### config.mk
export PLATFORM = sky130hd
export DESIGN_NAME = tiil_useq
export DESIGN_NICKNAME = d
export VERILOG_FILES = /design/src/design/tiil_pkg.sv /design/src/design/tiil_useq.sv
export SDC_FILE = /design/constraint.sdc
export NUM_CORES = 1
export LEC_CHECK = 0
export BUFFER_PORTS_ARGS = -buffer_cell sky130_fd_sc_hd__buf_2
export CORE_MARGIN = 4
export CORE_UTILIZATION = 27
export DETAILED_ROUTE_END_ITERATION = 8
export MAX_ROUTING_LAYER = met4
export PLACE_DENSITY_LB_ADDON = 0.15
export SLEW_MARGIN = 40
export SYNTH_ARGS = -nofsm -noshare
export SYNTH_HDL_FRONTEND = slang
export SYNTH_SLANG_ARGS = --single-unit
export TNS_END_PERCENT = 100
### constraint.sdc
create_clock -name clk -period 2.98 [get_ports clk]
set_input_delay 0.596 -clock clk [delete_from_list [all_inputs] [get_ports clk]]
set_output_delay 0.596 -clock clk [all_outputs]
set_load 0.02 [all_outputs]
### src/design/tiil_pkg.sv
// Shared types, constants and the sequencer microprogram for the inverse table lookup.
package tiil_pkg;

	localparam int TABLE_DEPTH_DEF = 512;

	localparam int ENTRY_COUNT_W = 10;
	localparam int ENTRY_INDEX_W = 9;
	localparam int IMP_W         = 16;
	localparam int FREQ_W        = 16;
	localparam int STATUS_W      = 2;
	localparam int DIV_STEPS     = 32;
	localparam int DIV_CNT_W     = $clog2(DIV_STEPS);

	localparam logic [ENTRY_COUNT_W-1:0] ENTRY_COUNT_RST = ENTRY_COUNT_W'(290);

	// APB register map: word index is paddr[2]
	localparam int          PADDR_W         = 3;
	localparam logic        REG_ENTRY_COUNT = 1'b0;

	localparam logic OP_QUERY = 1'b0;
	localparam logic OP_LOAD  = 1'b1;

	localparam logic [STATUS_W-1:0] ST_OK   = 2'd0;
	localparam logic [STATUS_W-1:0] ST_HIGH = 2'd1;
	localparam logic [STATUS_W-1:0] ST_LOW  = 2'd2;

	localparam int UPC_W = 4;
	typedef logic [UPC_W-1:0] upc_t;

	typedef enum logic [3:0] {
		ACT_WAIT,
		ACT_RD_HI,
		ACT_CHK_HI,
		ACT_CHK_LO,
		ACT_LOOP,
		ACT_CMP,
		ACT_DIFF,
		ACT_MUL,
		ACT_DIV_INIT,
		ACT_DIV_STEP,
		ACT_FIX,
		ACT_EMIT
	} act_t;

	typedef enum logic [3:0] {
		CND_NEVER,
		CND_ALWAYS,
		CND_QUERY,
		CND_ZGT,
		CND_ZLT,
		CND_SPAN1,
		CND_DEN0,
		CND_CNT_NZ,
		CND_OUT_FREE
	} cond_t;

	typedef struct packed {
		act_t  act;
		cond_t cond;
		logic  hold;    // stay on this step when the condition is false
		upc_t  target;
	} uword_t;

	typedef struct packed {
		logic query;
		logic zgt;
		logic zlt;
		logic span1;
		logic den0;
		logic cnt_nz;
		logic out_free;
	} flags_t;

	localparam upc_t UPC_WAIT   = 4'd0;
	localparam upc_t UPC_RD_HI  = 4'd1;
	localparam upc_t UPC_LOOP   = 4'd4;
	localparam upc_t UPC_DIFF   = 4'd6;
	localparam upc_t UPC_DIVSTP = 4'd9;
	localparam upc_t UPC_EMIT   = 4'd11;

	function automatic uword_t ucode(input upc_t a);
		uword_t w;
		case (a)
			4'd0:    w = '{ACT_WAIT,     CND_QUERY,    1'b1, UPC_RD_HI};
			4'd1:    w = '{ACT_RD_HI,    CND_NEVER,    1'b0, UPC_WAIT};
			4'd2:    w = '{ACT_CHK_HI,   CND_ZGT,      1'b0, UPC_EMIT};
			4'd3:    w = '{ACT_CHK_LO,   CND_ZLT,      1'b0, UPC_EMIT};
			4'd4:    w = '{ACT_LOOP,     CND_SPAN1,    1'b0, UPC_DIFF};
			4'd5:    w = '{ACT_CMP,      CND_ALWAYS,   1'b0, UPC_LOOP};
			4'd6:    w = '{ACT_DIFF,     CND_DEN0,     1'b0, UPC_EMIT};
			4'd7:    w = '{ACT_MUL,      CND_NEVER,    1'b0, UPC_WAIT};
			4'd8:    w = '{ACT_DIV_INIT, CND_NEVER,    1'b0, UPC_WAIT};
			4'd9:    w = '{ACT_DIV_STEP, CND_CNT_NZ,   1'b0, UPC_DIVSTP};
			4'd10:   w = '{ACT_FIX,      CND_NEVER,    1'b0, UPC_WAIT};
			4'd11:   w = '{ACT_EMIT,     CND_OUT_FREE, 1'b1, UPC_WAIT};
			default: w = '{ACT_WAIT,     CND_ALWAYS,   1'b0, UPC_WAIT};
		endcase
		return w;
	endfunction

endpackage

### src/design/tiil_useq.sv
// Microcode sequencer: step counter, control store and conditional branching.
module tiil_useq
	import tiil_pkg::*;
(
	input  logic   clk,
	input  logic   arst_n,
	input  flags_t flags,
	output uword_t uw
);

	upc_t upc_q;
	logic taken;

	assign uw = ucode(upc_q);

	always_comb begin
		case (uw.cond)
			CND_NEVER:    taken = 1'b0;
			CND_ALWAYS:   taken = 1'b1;
			CND_QUERY:    taken = flags.query;
			CND_ZGT:      taken = flags.zgt;
			CND_ZLT:      taken = flags.zlt;
			CND_SPAN1:    taken = flags.span1;
			CND_DEN0:     taken = flags.den0;
			CND_CNT_NZ:   taken = flags.cnt_nz;
			CND_OUT_FREE: taken = flags.out_free;
			default:      taken = 1'b0;
		endcase
	end

	always_ff @(posedge clk or negedge arst_n) begin
		if (!arst_n) begin
			upc_q <= UPC_WAIT;
		end else if (taken) begin
			upc_q <= uw.target;
		end else if (!uw.hold) begin
			upc_q <= upc_q + upc_t'(1);
		end
	end

endmodule

# --- After elaboration in Yosys (flattened, before gate mapping) ---
# Memories as Yosys holds them, arrays and structs flattened.
# Index checks and enable logic that the tools add are counted.
op_classes:
  add_sub_neg: 1
  n_mul: 0
  div: 0
  magnitude_cmp: 0
  n_eq_ne: 9
  shifts: 0
  n_mux: 3
  bitwise: 0
  n_reduce_logical: 0
ops:
  columns: ["operator", "count"]
  rows:
  - ["$eq A4 B3 Y1 const B", 4]
  - ["$eq A4 B2 Y1 const B", 2]
  - ["$mux W4", 2]
  - ["$pmux W1 S8", 1]
  - ["$add A4 B1 Y4 const B", 1]
  - ["$eq A4 B1 Y1 const B", 1]
  - ["$eq A4 B4 Y1 const B", 1]
  - ["$ne A2 B1 Y1 const B", 1]
word_totals:
  reg_bits: 4
  latch_bits: 0
  ramBits: 0
  rom_bits: 208
  inputBits: 9
  wordCells: 15
  mem_count: 1
memory_table:
  columns: ["name", "depth", "word_bits", "read_ports", "rd_clocked_by_memory_dff", "write_ports", "line_no", "rtl"]
  rows:
  - ["(no name shown)", 16, 13, 1, 0, 0, "tiil_pkg.sv:83", "case (a)"]

# --- Longest topological paths before layout ---
# Gate-level depths: netlist (run 1).
# An unclocked memory read counts as a cell.
logic_depth:
  depth_word: 4
  mapped_depth: 8

# --- Worst setup path before layout (run 1) ---
# No wires, ideal clock.
synth_path:
  path_kind: "reg-to-reg"
  start: "register upc_q[1]"
  end: "register upc_q[0]"
  arrival_ns: 2.165
  required_time_ns: 2.852
  slack_ns: 0.687
  stages_incl_launch_ff: 9
  n_path_buf: 0
  period_less_slack_ns: 2.293
  cell_sequence: "dfrtp_1 > inv_1 > ha_1 > nand2_1 > a32oi_1 > nand2_1 > a211oi_2 > o21ai_2 > mux2_1"
synth_rtl:
  columns: ["item", "line_no", "rtl"]
  rows:
  - ["from (decl)", "tiil_useq.sv:11", "upc_t upc_q;"]
  - ["from (signal assigned)", "tiil_useq.sv:35", "upc_q <= uw.target;"]
  - ["from (signal assigned)", "tiil_useq.sv:37", "upc_q <= upc_q + upc_t'(1);"]

==> results of run 1 <==
## routing by layer
layer	routed length (um)	track usage, %	part of all wire [%]	vias to the layer above
li1	-	-	-	299
met1	643	13.18	45	262
met2	738	17.73	52	8
met3	37	1.090	2.6	0
met4	0	6.224	0	0
met5	0	-	0	-
## path summary, 6_finish.rpt
check,from,end,slack [ps]
worst max-delay path,upc_q[2]$_DFFE_PN0P_,uw[4],360
worst max register to register,upc_q[1]$_DFFE_PN0P_,upc_q[0]$_DFFE_PN0P_,660
max in group asynchronous,arst_n,upc_q[0]$_DFFE_PN0P_,2700
min in group clk,upc_q[1]$_DFFE_PN0P_,upc_q[2]$_DFFE_PN0P_,870
worst min register to register,upc_q[1]$_DFFE_PN0P_,upc_q[2]$_DFFE_PN0P_,870
worst min-delay path,arst_n,upc_q[2]$_DFFE_PN0P_,160
## cell families after synthesis
logic type               Yosys count  share of synthesized area [%]
AO/OA/AOI/OAI                     22                          26.68
XOR/XNOR                           1                          1.519
adder cells (fa/ha/maj)            7                          15.18
buffers and inverters              9                          6.723
flip-flops                         4                          17.35
multiplexers                       7                          13.66
AND/OR/NAND/NOR                   22                          18.87
## cells in the mapped netlist
| master | instances | area share (%) |
|---|---|---|
| buf_4 | 1 | 1.3 |
| or2_4 | 1 | 1.5 |
| a311oi_1 | 1 | 1.5 |
| mux2_1 | 4 | 7.8 |
| a32oi_1 | 1 | 1.5 |
| xnor2_1 | 1 | 1.5 |
| dfrtp_1 | 4 | 17 |
| o21ai_2 | 1 | 1.5 |
| a211oi_1 | 1 | 1.3 |
| mux2i_2 | 1 | 2.4 |
| and3b_1 | 1 | 1.5 |
| inv_1 | 6 | 3.9 |
| nor2_1 | 3 | 2.0 |
| nor3_1 | 2 | 1.7 |
| o21ai_1 | 2 | 1.7 |
| nand2b_1 | 2 | 2.2 |
| a21oi_1 | 6 | 5.2 |
| buf_2 | 1 | 0.87 |
| inv_2 | 1 | 0.65 |
| ha_1 | 7 | 15 |
| nand2_1 | 8 | 5.2 |
| a21o_1 | 1 | 1.3 |
| a2111oi_2 | 1 | 2.6 |
| o21ai_0 | 4 | 3.5 |
| a211oi_2 | 1 | 2.2 |
| o211a_1 | 1 | 1.7 |
| o21a_1 | 1 | 1.3 |
| mux2i_1 | 2 | 3.5 |
| nand3_1 | 4 | 3.5 |
| and2b_1 | 1 | 1.3 |
| a21boi_0 | 1 | 1.3 |
## worst max-delay path, stage by stage (launching register included)
cell     delay (ps)
dfrtp_1         580
inv_1           210
ha_1            270
nand2_1         100
inv_2            80
a21oi_1         300
inv_1            90
buf_2           170
## cell type report
class	count	share of cell area (%)
timing repair buffer	21	14.48
tap	27	4.655
clock buffer	3	3.103
sequential	4	13.79
multi-input combinational	59	60.34
inverter	7	3.621
## per-stage QoR
stage	util [%]	hold WS, ps	instance area [um2]
floorplan	-	300.4	576.8
global placement	35.13	404.5	703.2
finish	36.25	162.5	725.7
CTS	36.25	155.0	725.7
detailed placement	35.13	403.2	703.2
global route	36.25	157.3	725.7
## power by group through the flow
stage	clock, mW	combinational [mW]	sequential (mW)
global placement	0	0.774	0.152
finish	0.0641	0.758	0.151
detailed placement	0	0.771	0.150
CTS	0.0684	0.773	0.150
global route	0.0720	0.850	0.161
floorplan	0	0.609	0.117
==> metrics, run 1 <==
multi-input logic area approximately 440 um2; top flop regs upc_q (4); power share of the clock group under 10%; Routability Congestion between 0.7 and 0.8; Post-DP HPWL between 1000 and 1500 um; final worst setup slack roughly 360 ps; WS Path Type flop to output port; gr usage total between 10% and 20%; setup_tns 0 ps; number of global-route vias before repair ~530; CTS Sinks 4; Final Max Slew Viols 0; Die Span Y roughly 54 um; GRT overflow 0; Layout area overhead 25.81%; most frequent cells in the layout buf_2, nand2_1, ha_1, inv_1, a21oi_1; Mapped Area 576.8 um2; final setup violation count 0; CP Capture Type output port; Gate Count Post-Synth a little over 70; RSZ-0062 raised after global routing no; Max Cap Viol 0; CTS tree built; total CTS buffers 3; global-route wire length before repair roughly 2300 um; Final Total Pwr 0.9731 mW; Sequential Area about 100 um2; CTS Buffer Depth 2; max_slew headroom between 70% and 80%; Avg Synthesized Cell Area 8.011 um2; Tightest Pin Transition about 420 ps; syn_nets slightly below 90; Seq/Total Area, Yosys roughly 17%; clock skew 1.309 ps; post-placement cell count approximately 120; DR iter-0 viols 6; vias between 500 and 600; status complete, no violations; fraction of layout cells with a size suffix above 1 a little under a third; # IOs 22; # port buffers 21; PwrDens 1341 nW/um2; clk root buf clkbuf_4; initial antenna violation count 0; Hold Path Class primary input to asynchronous set/reset pin; Remaining DRCs 0; final worst path period share ~88%; max reg flops 4; Top reg by flops upc_q; Gate power share approximately 80%; core area roughly 2000 um2; Flop pwr share approximately 16%; Leak Pwr approximately 0.39 nW; # resized after CTS 0; synth unique cells 31; Peak VDD IR about 550 uV; Reg clk slew, reported paths ~40 ps; crit path max fanout 14; CP required around 2400 ps; quantity of hold-fixing buffers added after cts 0; Die W 54.22 um; switching power between 0.5 and 0.6 mW; largest net degree at the start of global routing 15; Routed wire per std cell ~12 um; DRT Pass-1 Iters 4; CP startpoint kind flop; post-route ant nets 0; H-tree depth 1; fillers 229; commonest non-fill, non-tap cell in the layout buf_2; die area slightly below 3000 um2; pre-CTS setup slack 614.7 ps; Net count, final 112; Peak Freq approximately 0.38 GHz; post-CTS setup buffers 0; n_diodes 0; DR vias/cell 4.702; yosys warns 0; WP data arrival just over 2000 ps; Final Hold Vio Count 0; reg2reg path depth 8; worst skew pair latency 230 ps; FP Rows 16; Seq cells post-synth 4; wirelength, routed roughly 1400 um; fin crit period around 2600 ps; switching part of the total power 54.85%; final cell count without fillers between 100 and 150; starting density of the core about 29%; P_int ~0.44 mW
Note: power is estimated with default switching activity, not from simulation.
==> inputs of run 2 (changes only) <==
- RECOVER_POWER: not set -> 25
==> run 2 against run 1 <==
Against the previous run: clock-buffer cell count unchanged; first-iteration DRC count stayed put; combinational power about the same; power down 0.19%; non-clock buffer count did not move; design area shrank 0.34%; critical path type unchanged; wire length rose by 0.28%; register-to-register slack hardly changed; clock power is essentially flat.
==> metrics, run 2 (same netlist as run 1, synthesis figures left out) <==
WP data arrival between 2000 and 2500 ps; max_slew headroom 71.74%; post-route ant nets 0; # IOs 22; clk root buf clkbuf_4; GRT overflow 0; fin crit period 2616 ps; FP Rows 16; Tightest Pin Transition between 400 and 500 ps; RSZ-0062 raised after global routing no; core area ~2000 um2; CP startpoint kind flop; Die Span Y between 50 and 60 um; number of global-route vias before repair between 500 and 600; CP Capture Type output port; multi-input logic area approximately 440 um2; setup_tns 0 ps; Hold Path Class primary input to asynchronous set/reset pin; Routed wire per std cell 11.76 um; Die W around 54 um; Reg clk slew, reported paths around 40 ps; Sequential Area between 100 and 150 um2; vias roughly 570; CTS tree built; gr usage total between 10% and 20%; final cell count without fillers ~120; initial antenna violation count 0; status complete, no violations; final setup violation count 0; R2R setup slack around 660 ps; clock skew 1.532 ps; wirelength, routed 1423 um; # port buffers 21; Peak Freq roughly 0.38 GHz; post-CTS setup buffers 0; starting density of the core around 29%; crit path max fanout 14; Final Hold Vio Count 0; CTS Sinks 4; global-route wire length before repair approximately 2300 um; reg2reg path depth 8; DR iter-0 viols 6; max reg flops 4; quantity of hold-fixing buffers added after cts 0; fraction of layout cells with a size suffix above 1 about 30%; Leak Pwr 0.3814 nW; crit path cell chain inv_1 > ha_1 > nand2_1 > inv_2 > a21oi_1 > inv_1 > buf_2; slowest stage delay, CP 580 ps; CTS Buffer Depth 2; worst skew pair latency around 230 ps; top flop regs upc_q (4); Net count, final between 100 and 150; total CTS buffers 3; DR vias/cell 4.702; post-placement cell count 118; Top reg by flops upc_q; # resized after CTS 0; Critical Path Most Common Cell inv_1; WS Path Type flop to output port; final worst path period share just under 90%; Routability Congestion 0.7185; n_diodes 0; Remaining DRCs 0; Final Max Slew Viols 0; fillers 231; DRT Pass-1 Iters 4; CP required around 2400 ps; largest net degree at the start of global routing 15; Post-DP HPWL between 1000 and 1500 um; Peak VDD IR about 550 uV; Max Cap Viol 0; die area 2940 um2; H-tree depth 1; commonest non-fill, non-tap cell in the layout buf_2; CP max stage cell dfrtp_1; Layout area overhead 25.38%; most frequent cells in the layout buf_2, nand2_1, ha_1, inv_1, a21oi_1; PwrDens 1343 nW/um2
[run 2: changes by cell type in the layout (fill, tap and decap cells not counted), sizes merged]
cell | previous run | this run
buf | 21 | 19
clkbuf | 3 | 5
[run 2: stage by stage]
stage / total power, mW / util, % / setup slack, ps / cell area [um2] / hold slack [ps]
floorplan: 0.7259 / - / 687.1 / 576.8 / 300.4
global placement: 0.9258 / 35.13 / 595.0 / 703.2 / 404.5
detailed placement: 0.9215 / 35.13 / 614.7 / 703.2 / 403.2
CTS: 0.9912 / 36.25 / 362.0 / 725.7 / 155.0
global route: 1.081 / 36.13 / 183.6 / 723.2 / 199.6
finish: 0.9713 / 36.13 / 364.4 / 723.2 / 185.3
[run 2: cell type report]
class / count / area share, %
multi-input cells: 59 / 60.55
repair buffers: 21 / 14.19
flip-flops and latches: 4 / 13.84
well taps: 27 / 4.671
inverters: 7 / 3.633
clock buffers: 3 / 3.114
[run 2: worst paths after layout]
kind,from,to
setup / recovery,upc_q[2]$_DFFE_PN0P_,uw[4]
hold / removal,arst_n,upc_q[2]$_DFFE_PN0P_
setup reg to reg,upc_q[1]$_DFFE_PN0P_,upc_q[0]$_DFFE_PN0P_
hold reg to reg,upc_q[1]$_DFFE_PN0P_,upc_q[2]$_DFFE_PN0P_
max in group asynchronous,arst_n,upc_q[0]$_DFFE_PN0P_
min in group clk,upc_q[1]$_DFFE_PN0P_,upc_q[2]$_DFFE_PN0P_
[run 2: power by group]
| part | switching [mW] | total (mW) | internal, mW |
|---|---|---|---|
| logic | 0.448 | 0.757 | 0.309 |
| clock network | 0.0193 | 0.0642 | 0.0448 |
| registers | 0.0669 | 0.151 | 0.0836 |
[run 2: routing by layer]
metal / share of wire (%) / vias to the layer above / global-route usage (%)
met5: 0 / - / -
met4: 0 / 0 / 6.224
met3: 2.2 / 0 / 1.090
met2: 52 / 8 / 17.73
met1: 46 / 262 / 13.18
li1: - / 299 / -
[run 2: critical path, delay by kind of cell (launching register included)]
family | cells | cell delay, ps
AO/OA/AOI/OAI | 1 | 300
adder cells (fa/ha/maj) | 1 | 270
buffers and inverters | 4 | 550
flip-flops | 1 | 580
AND/OR/NAND/NOR | 1 | 100
==> inputs of run 3 (changes only) <==
- CORE_ASPECT_RATIO: not set -> 0.7
==> run 3 against run 2 <==
Against the previous run: register-to-register slack worse by 70 ps; wire length rose by 8.4%; combinational power grew 1%; sequential power hardly changed; clock skew up 1.4 ps; worst hold slack worse by 2.4 ps; setup slack got worse by 63 ps; cell count fell by 4.1%; critical path type unchanged; critical endpoint unchanged; largest cell class unchanged; largest power group unchanged.
==> metrics, run 3 (same netlist as run 1, synthesis figures left out) <==
fillers approximately 210; Peak Freq 0.3733 GHz; DR vias/cell 5.112; wirelength, routed around 1500 um; n_diodes 0; top flop regs upc_q (4); CTS tree built; crit path cell chain inv_1 > ha_1 > nand2_1 > inv_2 > a21oi_1 > inv_1 > buf_2; worst skew pair latency about 240 ps; DR iter-0 viols 9; WP depth 7; CP startpoint kind flop; total CTS buffers 3; setup_tns 0 ps; Routed wire per std cell 13.30 um; # IOs 22; # port buffers 21; FP Rows 13; fraction of layout cells with a size suffix above 1 29.79%; vias between 500 and 600; Die Span Y 46.67 um; Die W about 63 um; crit path from upc_q[2]$_DFFE_PN0P_; Peak VDD IR 586.7 uV; final core occ 37.04%; Critical Path Most Common Cell inv_1; Bufs and invs on worst path 4; Top reg by flops upc_q; Leak Pwr between 0.3 and 0.4 nW; Final Hold Vio Count 0; max reg flops 4; clk root buf clkbuf_4; crit path max fanout 14; CP max stage cell dfrtp_1; largest net degree at the start of global routing 15; WS Path Type flop to output port; H-tree depth 1; RSZ-0062 raised after global routing no; number of global-route vias before repair 581; quantity of hold-fixing buffers added after cts 0; slowest stage delay, CP between 500 and 600 ps; # resized after CTS 0; global-route wire length before repair 2684 um; fin crit period approximately 2700 ps; status complete, no violations; Post-DP HPWL around 1200 um; die area roughly 3000 um2; PwrDens 1378 nW/um2; Routability Congestion approximately 0.8; Largest delay share family, worst path flip-flops; starting density of the core around 30%; post-placement cell count 113; commonest non-fill, non-tap cell in the layout buf_2; Final Max Slew Viols 0; Hold Path Class primary input to asynchronous set/reset pin; r2r startpoint upc_q[2]$_DFFE_PN0P_; Net count, final between 100 and 150; RR Endpoint upc_q[0]$_DFFE_PN0P_; CTS Sinks 4; WP data arrival around 2100 ps; clock skew between 2 and 3 ps; post-CTS setup buffers 0; core area 1936 um2; CP Capture Type output port; final setup violation count 0; post-route ant nets 0; multi-input logic area around 440 um2; GRT overflow 0; most frequent cells in the layout buf_2, nand2_1, ha_1, inv_1, a21oi_1; Critical Path Sink uw[4]; Reg clk slew, reported paths 40 ps; CP required 2380 ps; final worst path period share about nine tenths; Remaining DRCs 0; gr usage total 12.18%; Max Cap Viol 0; max_slew headroom between 70% and 80%; reg2reg path depth 8; Sequential Area 100.1 um2; CTS Buffer Depth 2; Layout area overhead 24.30%; DRT Pass-1 Iters 4; final cell count without fillers around 120; initial antenna violation count 0; R2R setup slack slightly below 600 ps; Tightest Pin Transition around 420 ps
run 3: final cells by class:
type                       instances  share of cell area [%]
multi-input combinational         59                   61.08
timing repair buffer              21                   14.31
sequential                         4                   13.96
tap                               22                   3.839
inverter                           7                   3.665
clock buffer                       3                   3.141
run 3: worst min-delay path by stage:
stage	startpoint	end	slack [ps]	cells after the start
6_report	arst_n	upc_q[2]$_DFFE_PN0P_	180	1
5_1_grt	arst_n	upc_q[2]$_DFFE_PN0P_	200	1
4_1_cts	arst_n	upc_q[2]$_DFFE_PN0P_	150	1
3_5_place_dp	arst_n	upc_q[2]$_DFFE_PN0P_	410	1
3_3_place_gp	arst_n	upc_q[2]$_DFFE_PN0P_	410	1
2_1_floorplan	arst_n	upc_q[0]$_DFFE_PN0P_	300	0
run 3: routing by layer:
layer / GRT usage, % / wire, um / part of all wire (%) / vias to the layer above
li1: - / - / - / 301
met1: 15.25 / 790 / 51 / 277
met2: 18.66 / 693 / 45 / 13
met3: 2.927 / 39 / 2.5 / 2
met4: 6.009 / 19 / 1.2 / 0
met5: - / 0 / 0 / -
run 3: where the power goes:
part	total, mW	leakage (nW)	internal, mW	switching (mW)
Clock	0.0678	0.0138	0.0451	0.0227
Combinational	0.768	0.318	0.311	0.458
Sequential	0.152	0.0498	0.0836	0.0682
Total	0.988	0.382	0.439	0.549
run 3: metrics by stage:
step	total power, mW	cell area (um2)	setup WS, ps	hold WS (ps)
2_1_floorplan	0.7259	576.8	687.1	300.4
3_3_place_gp	0.9355	696.9	578.3	405.6
3_5_place_dp	0.9198	696.9	576.3	406.6
4_1_cts	0.9943	719.4	307.9	153.7
5_1_grt	1.081	716.9	130.9	201.4
6_report	0.9878	716.9	301.0	183.0
